--- config.mk ---
export PLATFORM = sky130hd
export DESIGN_NAME = wpa_ctrl
export DESIGN_NICKNAME = d
export VERILOG_FILES = /design/src/rtl/core/watched_precondition_applicability_core_assert.svh /design/src/rtl/core/wpa_pkg.sv /design/src/rtl/core/wpa_ctrl.sv
export SDC_FILE = /design/constraint.sdc
export NUM_CORES = 1
export LEC_CHECK = 0
export ABC_CLOCK_PERIOD_IN_PS = 2500
export BUFFER_PORTS_ARGS = -buffer_cell sky130_fd_sc_hd__buf_2
export CORE_MARGIN = 2
export CORE_UTILIZATION = 48
export CTS_BUF_LIST = sky130_fd_sc_hd__clkbuf_4 sky130_fd_sc_hd__clkbuf_8
export CTS_CLUSTER_DIAMETER = 150
export DETAILED_ROUTE_END_ITERATION = 12
export PLACE_DENSITY_LB_ADDON = 0.12
export SLEW_MARGIN = 30
export SYNTH_ARGS = -nofsm -noshare
export SYNTH_HDL_FRONTEND = slang
export SYNTH_SLANG_ARGS = --single-unit
--- constraint.sdc ---
create_clock -name clk -period 2.5 [get_ports clk]
set_input_delay 0.125 -clock clk [delete_from_list [all_inputs] [get_ports clk]]
set_output_delay 0.125 -clock clk [all_outputs]
set_load 0.005 [all_outputs]
--- src/rtl/core/watched_precondition_applicability_core_assert.svh ---
// Assertion macros used by the core's datapath.
`ifndef WATCHED_PRECONDITION_APPLICABILITY_CORE_ASSERT_SVH
`define WATCHED_PRECONDITION_APPLICABILITY_CORE_ASSERT_SVH
// Antecedent holds, consequent must hold in the same cycle.
`define WPA_ASSERT_IMP(lbl, ante, cons, msg) \
	lbl: assert property (@(posedge clk) disable iff (!arst_n) (ante) |-> (cons)) \
		else $error(msg);
// Antecedent holds, consequent must hold in the next cycle.
`define WPA_ASSERT_NXT(lbl, ante, cons, msg) \
	lbl: assert property (@(posedge clk) disable iff (!arst_n) (ante) |=> (cons)) \
		else $error(msg);
`endif

--- src/rtl/core/wpa_pkg.sv ---
// Shared constants, codes and controller/datapath types of the applicability core.
package wpa_pkg;
	localparam int MaxOps = 64;
	localparam int OpW = 7;
	localparam int IdxW = 6;
	localparam int VarW = 6;
	localparam int DomW = 3;
	localparam int MaxPre = 8;
	localparam int PreW = 4;
	localparam int SlotW = 3;
	localparam int FactW = VarW + DomW;
	localparam int NumFacts = 512;
	localparam int ClrW = 10;
	localparam int NumVarW = 7;
	localparam logic [OpW-1:0] EmptyLink = 7'd64;
	localparam logic [NumVarW-1:0] MaxVarsW = 7'd64;
	localparam logic [PreW-1:0] MaxPreW = 4'd8;

	typedef enum logic [1:0] {
		MODE_ADD = 2'd0,
		MODE_CLOSE = 2'd1,
		MODE_SET = 2'd2,
		MODE_GEN = 2'd3
	} mode_t;

	typedef enum logic [17:0] {
		ST_CLEAR = 18'h00001,
		ST_IDLE = 18'h00002,
		ST_L_RD = 18'h00004,
		ST_C_RD = 18'h00008,
		ST_G_VAR = 18'h00010,
		ST_G_FACT = 18'h00020,
		ST_G_HEAD = 18'h00040,
		ST_G_OP = 18'h00080,
		ST_G_OPRD = 18'h00100,
		ST_G_K = 18'h00200,
		ST_G_KRD = 18'h00400,
		ST_G_KCMP = 18'h00800,
		ST_EMIT = 18'h01000,
		ST_A0 = 18'h02000,
		ST_A1 = 18'h04000,
		ST_U_CHK = 18'h08000,
		ST_U_RD = 18'h10000,
		ST_FIN = 18'h20000
	} state_t;

	typedef struct packed {
		state_t act;
		logic take;
	} cmd_t;

	typedef struct packed {
		mode_t in_mode;
		logic closed_full;
		logic cnt_full;
		logic cnt_zero;
		logic var_done;
		logic op_end;
		logic k_done;
		logic mismatch;
		logic out_busy;
		logic clr_done;
		logic u_done;
		logic gen;
		logic u_phase;
	} stat_t;
endpackage

--- src/rtl/core/wpa_ctrl.sv ---
// Controller state machine that sequences loads, list appends and generation.
module wpa_ctrl (
	input logic clk,
	input logic arst_n,
	input logic s_tvalid,
	input wpa_pkg::stat_t st,
	output logic s_tready,
	output wpa_pkg::cmd_t cmd
);
	import wpa_pkg::*;

	state_t state_q, state_d;

	assign s_tready = (state_q == ST_IDLE);
	assign cmd.act = state_q;
	assign cmd.take = s_tready && s_tvalid;

	always_comb begin
		state_d = state_q;
		case (state_q)
			ST_CLEAR: if (st.clr_done) state_d = ST_IDLE;
			ST_IDLE: begin
				if (cmd.take) begin
					case (st.in_mode)
						MODE_ADD: state_d = ST_L_RD;
						MODE_CLOSE: state_d = ST_C_RD;
						MODE_GEN: state_d = ST_G_VAR;
						default: state_d = ST_IDLE;
					endcase
				end
			end
			ST_L_RD: state_d = ST_IDLE;
			ST_C_RD: state_d = (st.closed_full || st.cnt_zero) ? ST_IDLE : ST_A0;
			ST_G_VAR: state_d = st.var_done ? ST_U_CHK : ST_G_FACT;
			ST_G_FACT: state_d = ST_G_HEAD;
			ST_G_HEAD: state_d = ST_G_OP;
			ST_G_OP: state_d = st.op_end ? ST_G_VAR : ST_G_OPRD;
			ST_G_OPRD: state_d = ST_G_K;
			ST_G_K: state_d = st.k_done ? ST_EMIT : ST_G_KRD;
			ST_G_KRD: state_d = ST_G_KCMP;
			ST_G_KCMP: state_d = st.mismatch ? ST_A0 : ST_G_K;
			ST_EMIT: begin
				if (!st.out_busy) state_d = st.u_phase ? ST_U_CHK : ST_A0;
			end
			ST_A0: state_d = ST_A1;
			ST_A1: state_d = st.gen ? ST_G_OP : ST_IDLE;
			ST_U_CHK: state_d = st.u_done ? ST_FIN : ST_U_RD;
			ST_U_RD: state_d = st.cnt_zero ? ST_EMIT : ST_U_CHK;
			ST_FIN: if (!st.out_busy) state_d = ST_IDLE;
			default: state_d = ST_IDLE;
		endcase
	end

	always_ff @(posedge clk or negedge arst_n) begin
		if (!arst_n) state_q <= ST_CLEAR;
		else state_q <= state_d;
	end
endmodule

==> results.sh, run 1 <==
export IMPL_status="finished clean"
export IMPL_worst_path_max_fanout=9
export IMPL_hold_path_startpoint="st[13]"
export IMPL_critical_path_reg2reg_startpoint="state_q[8]"
export IMPL_fin_tns_setup_ns=0
export IMPL_synth_seq_cells=18
export IMPL_setup_slack_ns=0.2664
export IMPL_synthesis_area_mm2=0.001177
export IMPL_synth_area_leader_cell="dfrtp_1"
export IMPL_antenna_found_initial=0
export IMPL_portBuffers=35
export IMPL_critPathTopFamily="simple AND/OR/NAND/NOR gates"
export IMPL_tightest_slew_ns=0.4627
export IMPL_p_int_w=0.0006335
export IMPL_maxSlewViolCount=0
export IMPL_worst_setup_path_startpoint="state_q[8]"
export IMPL_power_density_mw_per_mm2=700.3
export IMPL_critPathArrivalTime_ns=2.46
export IMPL_grt_max_degree=19
export IMPL_synthesis_area_per_instance_um2=9.730
export IMPL_setup_worst_path_end_class="flip-flop"
export IMPL_synthesis_instances=121
export IMPL_leakagePower_nw=0.7529
export IMPL_report_final_setup_viol=0
export IMPL_synthDominantCellAreaShare_pct=36.13
export IMPL_clock_power_share_pct=15.4
export IMPL_setup_repair_after_global_routing_missed_its_margin="false"
export IMPL_crit_path_start_kind="flip-flop"
export IMPL_placeableCoreArea_mm2=0.002276
export IMPL_grt_overflow_total=0
export IMPL_timing_max_cap_violations=0
export IMPL_first_pass_iters=4
export IMPL_top_regs="state_q x18"
export IMPL_synth_edf_count=0
export IMPL_slew_headroom_pct=68.92
export IMPL_largest_register_ffs=18
export IMPL_first_global_vias=1063
export IMPL_die_extent_in_y_um=53.53
export IMPL_cts_max_level=1
export IMPL_dominantRegCellSynth="dfrtp_1"
export IMPL_cts_inserted_buffers=3
export IMPL_sink_count_of_the_clock_tree=18
export IMPL_antenna_cells_inserted=0
export IMPL_rows=17
export IMPL_fmaxAchievable_ghz=0.4477
export IMPL_vias_per_cell=5.884
export IMPL_clk_root_buffer_cell="clkbuf_4"
export IMPL_start_util_pct=51.73
export IMPL_dpl_hpwl_mm=2.347
export IMPL_cp_num_buf_inv=1
export IMPL_top_register="state_q"
export IMPL_path_clk_slew_ns=0.10
export IMPL_detailedRoute_firstIterationViolations=33
export IMPL_design_final_nets=188
export IMPL_detail_route_wl_per_cell_um=15.22
export IMPL_hold_class="input pin to flip-flop"
export IMPL_drive_gt1_share_pct=32.35
export IMPL_worst_endpoint_required_ns=2.73
export IMPL_die_area_mm2=0.002865
export IMPL_vdd_ir_drop_max_mv=0.4391
export IMPL_final_routed_wirelength_mm=3.013
export IMPL_pre_cts_slack_ns=0.3328
export IMPL_clk_insertion_delay_late_ns=0.29
export IMPL_synth_yosys_seq_area_share_pct=38.36
export IMPL_route_detailed_drc=0
export IMPL_swShare_pct=40.00
export IMPL_fp_dieW_um=53.53
export IMPL_timing_critical_path_cells="nor4_2 > nand3_1 > buf_4 > nor3_2 > or3_1 > o41a_1"
export IMPL_synthDistinctLibCells=40
export IMPL_power_net_switching_w=0.0004224
export IMPL_cts_tree="done"
export IMPL_grt_pass1_wl_mm=5.078
export IMPL_synth_to_layout_area_growth_pct=28.06
export IMPL_antenna_violating_nets_post_route=0
export IMPL_sequentialPowerShare_pct=32.7
export IMPL_asyncSetResetFlopFracSynth_pct=100.0
export IMPL_globalRouteTotalUtil_pct=25.10
export IMPL_io_pins=37
export IMPL_min_period_over_period_pct=89.34
export IMPL_timing_hold_violations_final=0
export IMPL_gp_routability_congestion=0.8242
export IMPL_top_cells_by_area_synth="dfrtp_1, xor2_1, nor4_4, nor2_1, nor3_1"
export IMPL_syn_num_nets=138
export IMPL_post_cts_buffers=0
export IMPL_synth_yosys_warnings=0
export IMPL_cpMaxStageDelayCell="dfrtp_1"
export IMPL_setup_worst_path_class="flip-flop to flip-flop"
export IMPL_post_layout_total_power_w=0.001056
export IMPL_finalWorstPathRequiredPeriod_ns=2.234
export IMPL_combPwrFrac_pct=51.9
export IMPL_timing_critical_path_slowest_cell_delay_ns=0.48
export IMPL_cts_path_max_buffers=2
export IMPL_fillers=197
export IMPL_vias=1165
export IMPL_final_setup_skew_ns=0.002256
-- cell usage in the layout (no fill, tap or decap), drive strengths merged, types with 4 or more instances in the layout --
cell type,instances
nand3b,5
nand4,5
dfrtp,17
nor2,11
nand2,7
inv,6
dlygate4sd3,6
xor2,5
clkbuf,4
nor3,10
buf,40
nand3,6
a21oi,4
nor4,10
-- routing by layer --
layer | track usage, % | vias up | part of all wire (%)
met4 | 9.402 | 0 | 1.1
met1 | 34.74 | 550 | 45
met3 | 3.390 | 6 | 5.6
met5 | 0 | - | 0
met2 | 39.71 | 43 | 48
li1 | - | 566 | -
-- cells by family (layout without fill, tap and decap cells) --
group                  count (synthesis)  after routing  synth area share [%]
AO/OA/AOI/OAI                         18             18                 12.65
flip-flops                            18             18                 38.36
buffers and inverters                  7             56                 2.551
XOR/XNOR                               5              5                 3.719
AND/OR/NAND/NOR                       73             73                 42.72
-- metrics by stage --
stage / util [%] / std cells / instance area, um2 / hold slack (ns)
after floorplan: - / 121 / 1177 / -0.1706
after global placement: 62.29 / 188 / 1418 / 0.07671
after detailed placement: 62.29 / 188 / 1418 / 0.07836
after CTS: 66.25 / 198 / 1508 / 0.02262
after global routing: 66.25 / 198 / 1508 / 0.03010
final: 66.25 / 198 / 1508 / 0.03446
-- cells in the mapped netlist (all sizes together) (2+ instances only) --
| master | count |
|---|---|
| nor2 | 11 |
| nand2 | 7 |
| a221oi | 2 |
| xor2 | 5 |
| nand3 | 6 |
| nor4 | 10 |
| nor3b | 3 |
| a21oi | 4 |
| nand2b | 2 |
| dfrtp | 17 |
| nor4bb | 2 |
| nand4 | 5 |
| and3b | 2 |
| nor3 | 10 |
| nand3b | 5 |
| o21ai | 2 |
| inv | 6 |
| o22ai | 2 |
| nand4b | 3 |
-- worst reg2reg max path: cells and delay by family, from the launching register on --
kind	cells	cell delay (ns)
AND/OR/NAND/NOR	4	1.28
flip-flops	1	0.48
buffers and inverters	1	0.23
AO/OA/AOI/OAI	1	0.20
-- timing repair --
item / 4_1_cts / 5_1_grt
resized for setup: 0 / 0
hold endpoints to repair: 22 / 0
hold buffers: 6 / 0
-- power groups by stage --
stage / clock network, W / logic [W] / registers, W
CTS: 0.000169 / 0.000546 / 0.000345
floorplan: 0 / 0.000353 / 0.000359
finish: 0.000163 / 0.000548 / 0.000346
global placement: 0 / 0.000517 / 0.000348
detailed placement: 0 / 0.000536 / 0.000349
global route: 0.000183 / 0.000610 / 0.000349
-- worst paths after layout --
| kind | end | slack [ns] | depth (start not counted) |
|---|---|---|---|
| min | state_q[2] | 0.03 | 2 |
| min in group asynchronous | state_q[5] | 0.28 | 2 |
| max | state_q[1] | 0.27 | 6 |
| max in group asynchronous | state_q[0] | 1.89 | 2 |
| min reg2reg | state_q[6] | 0.52 | 1 |
| max reg2reg | state_q[1] | 0.27 | 6 |
-- cell type report --
class                      instances  area [um2]  share of cell area, %
timing repair buffer              46       272.8                  18.09
multi-input combinational         96       695.7                  46.14
sequential                        18       451.7                  29.96
inverter                           6       22.52                  1.494
tap                               28       35.03                  2.324
clock buffer                       4       30.03                  1.992
(Power assumes the default switching activity.)
==> run 2: changes to the inputs <==
CELL_PAD_IN_SITES_DETAIL_PLACEMENT = 2   (was default)
CELL_PAD_IN_SITES_GLOBAL_PLACEMENT = 2   (was default)
CORE_UTILIZATION = 31   (was 48)
HOLD_SLACK_MARGIN = 0.08   (was default)
SLEW_MARGIN = 20   (was 30)
==> results.sh, run 2 (synthesized netlist as in run 1, its figures left out) <==
export IMPL_fillers=420
export IMPL_detail_route_wl_per_cell_um=17.44
export IMPL_gp_routability_congestion=0.8543
export IMPL_top_regs="state_q x18"
export IMPL_swShare_pct=39.39
export IMPL_report_final_setup_viol=0
export IMPL_multi_input_comb_area_um2=695.7
export IMPL_grt_max_degree=19
export IMPL_globalRouteTotalUtil_pct=19.83
export IMPL_layout_cells_most_common="buf_2"
export IMPL_final_cell_mix="buf_2, dfrtp_1, nor2_1, buf_4"
export IMPL_post_cts_resized_instances=0
export IMPL_detailedRoute_firstIterationViolations=28
export IMPL_min_period_over_period_pct=90.33
export IMPL_timing_max_cap_violations=0
export IMPL_die_area_mm2=0.004307
export IMPL_crit_path_start_kind="flip-flop"
export IMPL_dpl_hpwl_mm=3.013
export IMPL_first_global_vias=1251
export IMPL_register_area_um2=451.7
export IMPL_synth_to_layout_area_growth_pct=37.19
export IMPL_cts_max_level=1
export IMPL_finalWorstPathRequiredPeriod_ns=2.258
export IMPL_drive_gt1_share_pct=33.90
export IMPL_worst_path_max_fanout=10
export IMPL_clk_insertion_delay_late_ns=0.26
export IMPL_route_detailed_drc=0
export IMPL_largest_register_ffs=18
export IMPL_leakagePower_nw=0.7977
export IMPL_sequentialPowerShare_pct=29.3
export IMPL_critPathArrivalTime_ns=2.46
export IMPL_setup_worst_path_class="flip-flop to flip-flop"
export IMPL_fin_tns_setup_ns=0
export IMPL_setup_worst_path_end_class="flip-flop"
export IMPL_final_hold_worst_slack_ns=0.08880
export IMPL_final_routed_wirelength_mm=3.923
export IMPL_path_clk_slew_ns=0.08
export IMPL_combPwrFrac_pct=49.6
export IMPL_antenna_found_initial=0
export IMPL_status="finished clean"
export IMPL_stdcell_count=225
export IMPL_cts_tree="done"
export IMPL_power_density_mw_per_mm2=724.9
export IMPL_setup_repair_after_global_routing_missed_its_margin="false"
export IMPL_grt_overflow_total=0
export IMPL_vias_per_cell=5.333
export IMPL_die_extent_in_y_um=65.63
export IMPL_clk_root_buffer_cell="clkbuf_8"
export IMPL_cts_path_max_buffers=2
export IMPL_power_net_switching_w=0.0004613
export IMPL_final_setup_skew_ns=0.007234
export IMPL_first_pass_iters=4
export IMPL_maxSlewViolCount=0
export IMPL_antenna_violating_nets_post_route=0
export IMPL_slew_headroom_pct=64.39
export IMPL_rows=22
export IMPL_tightest_slew_ns=0.5300
export IMPL_io_pins=37
export IMPL_hold_class="input pin to flip-flop"
export IMPL_timing_hold_violations_final=0
export IMPL_grt_pass1_wl_mm=6.437
export IMPL_top_register="state_q"
export IMPL_cts_inserted_buffers=3
export IMPL_placeableCoreArea_mm2=0.003661
export IMPL_sink_count_of_the_clock_tree=18
export IMPL_clock_power_share_pct=21.1
export IMPL_stdcell_area_mm2=0.001615
export IMPL_placed_cell_area_mm2=0.001480
export IMPL_vias=1200
export IMPL_post_place_cells=213
export IMPL_post_layout_total_power_w=0.001171
export IMPL_worst_endpoint_required_ns=2.70
export IMPL_vdd_ir_drop_max_mv=0.2711
export IMPL_fmaxAchievable_ghz=0.4428
export IMPL_p_int_w=0.0007097
export IMPL_fp_dieW_um=65.63
export IMPL_portBuffers=35
export IMPL_antenna_cells_inserted=0
export IMPL_design_final_nets=195
export IMPL_start_util_pct=32.16
## run 2: cell types whose count changed in the layout (fill, tap and decap cells not counted)
| cell | change |
|---|---|
| dlygate4sd3_1 | +2 |
| buf_4 | +5 |
| clkbuf_8 | +4 |
| clkbuf_4 | -4 |
## run 2: layout make-up
cell class,instances,share of cell area (%)
Multi-Input combinational cell,96,43.07
Sequential cell,18,27.96
Timing Repair Buffer,53,20.45
Tap cell,48,3.718
Clock buffer,4,3.408
Inverter,6,1.394
## run 2: worst max-delay path, stage by stage (launching register included)
cell	delay, ns
dfrtp_1	0.45
nor4_2	0.53
nand3_1	0.22
buf_4	0.23
nor3_2	0.29
or3_1	0.28
o41a_1	0.19
## run 2: timing repair
action                                 CTS  global route
setup endpoints to repair                0             0
buffers inserted                         0             0
endpoints found under the hold margin   23             0
hold buffers                             8             0
## run 2: final timing paths
kind                            start         end  slack, ns  cells after the start
min in group asynchronous      arst_n  state_q[6]       0.33                      2
min                             st[5]  state_q[9]       0.09                      2
max in group asynchronous      arst_n  state_q[0]       1.84                      2
max                        state_q[9]  state_q[1]       0.24                      6
max reg2reg                state_q[9]  state_q[1]       0.24                      6
min reg2reg                state_q[0]  state_q[0]       0.55                      2
## run 2: metal layers
layer | vias up | track usage, % | share of wire [%]
li1 | 579 | - | -
met1 | 599 | 27.14 | 48
met2 | 20 | 32.95 | 48
met3 | 2 | 2.740 | 2.7
met4 | 0 | 4.688 | 0.59
met5 | - | 0 | 0
## run 2: per-stage QoR
step           setup WS [ns]  utilization [%]
5_1_grt              0.09347            44.12
3_5_place_dp          0.2335            40.43
2_1_floorplan         0.4695                -
4_1_cts               0.1986            44.12
6_report              0.2417            44.12
3_3_place_gp          0.3148            40.43
## run 2: power groups by stage
stage / logic, W / registers, W / clock network, W
floorplan: 0.000353 / 0.000359 / 0
global placement: 0.000547 / 0.000349 / 0
detailed placement: 0.000570 / 0.000349 / 0
CTS: 0.000585 / 0.000344 / 0.000249
global route: 0.000635 / 0.000348 / 0.000267
finish: 0.000580 / 0.000344 / 0.000247
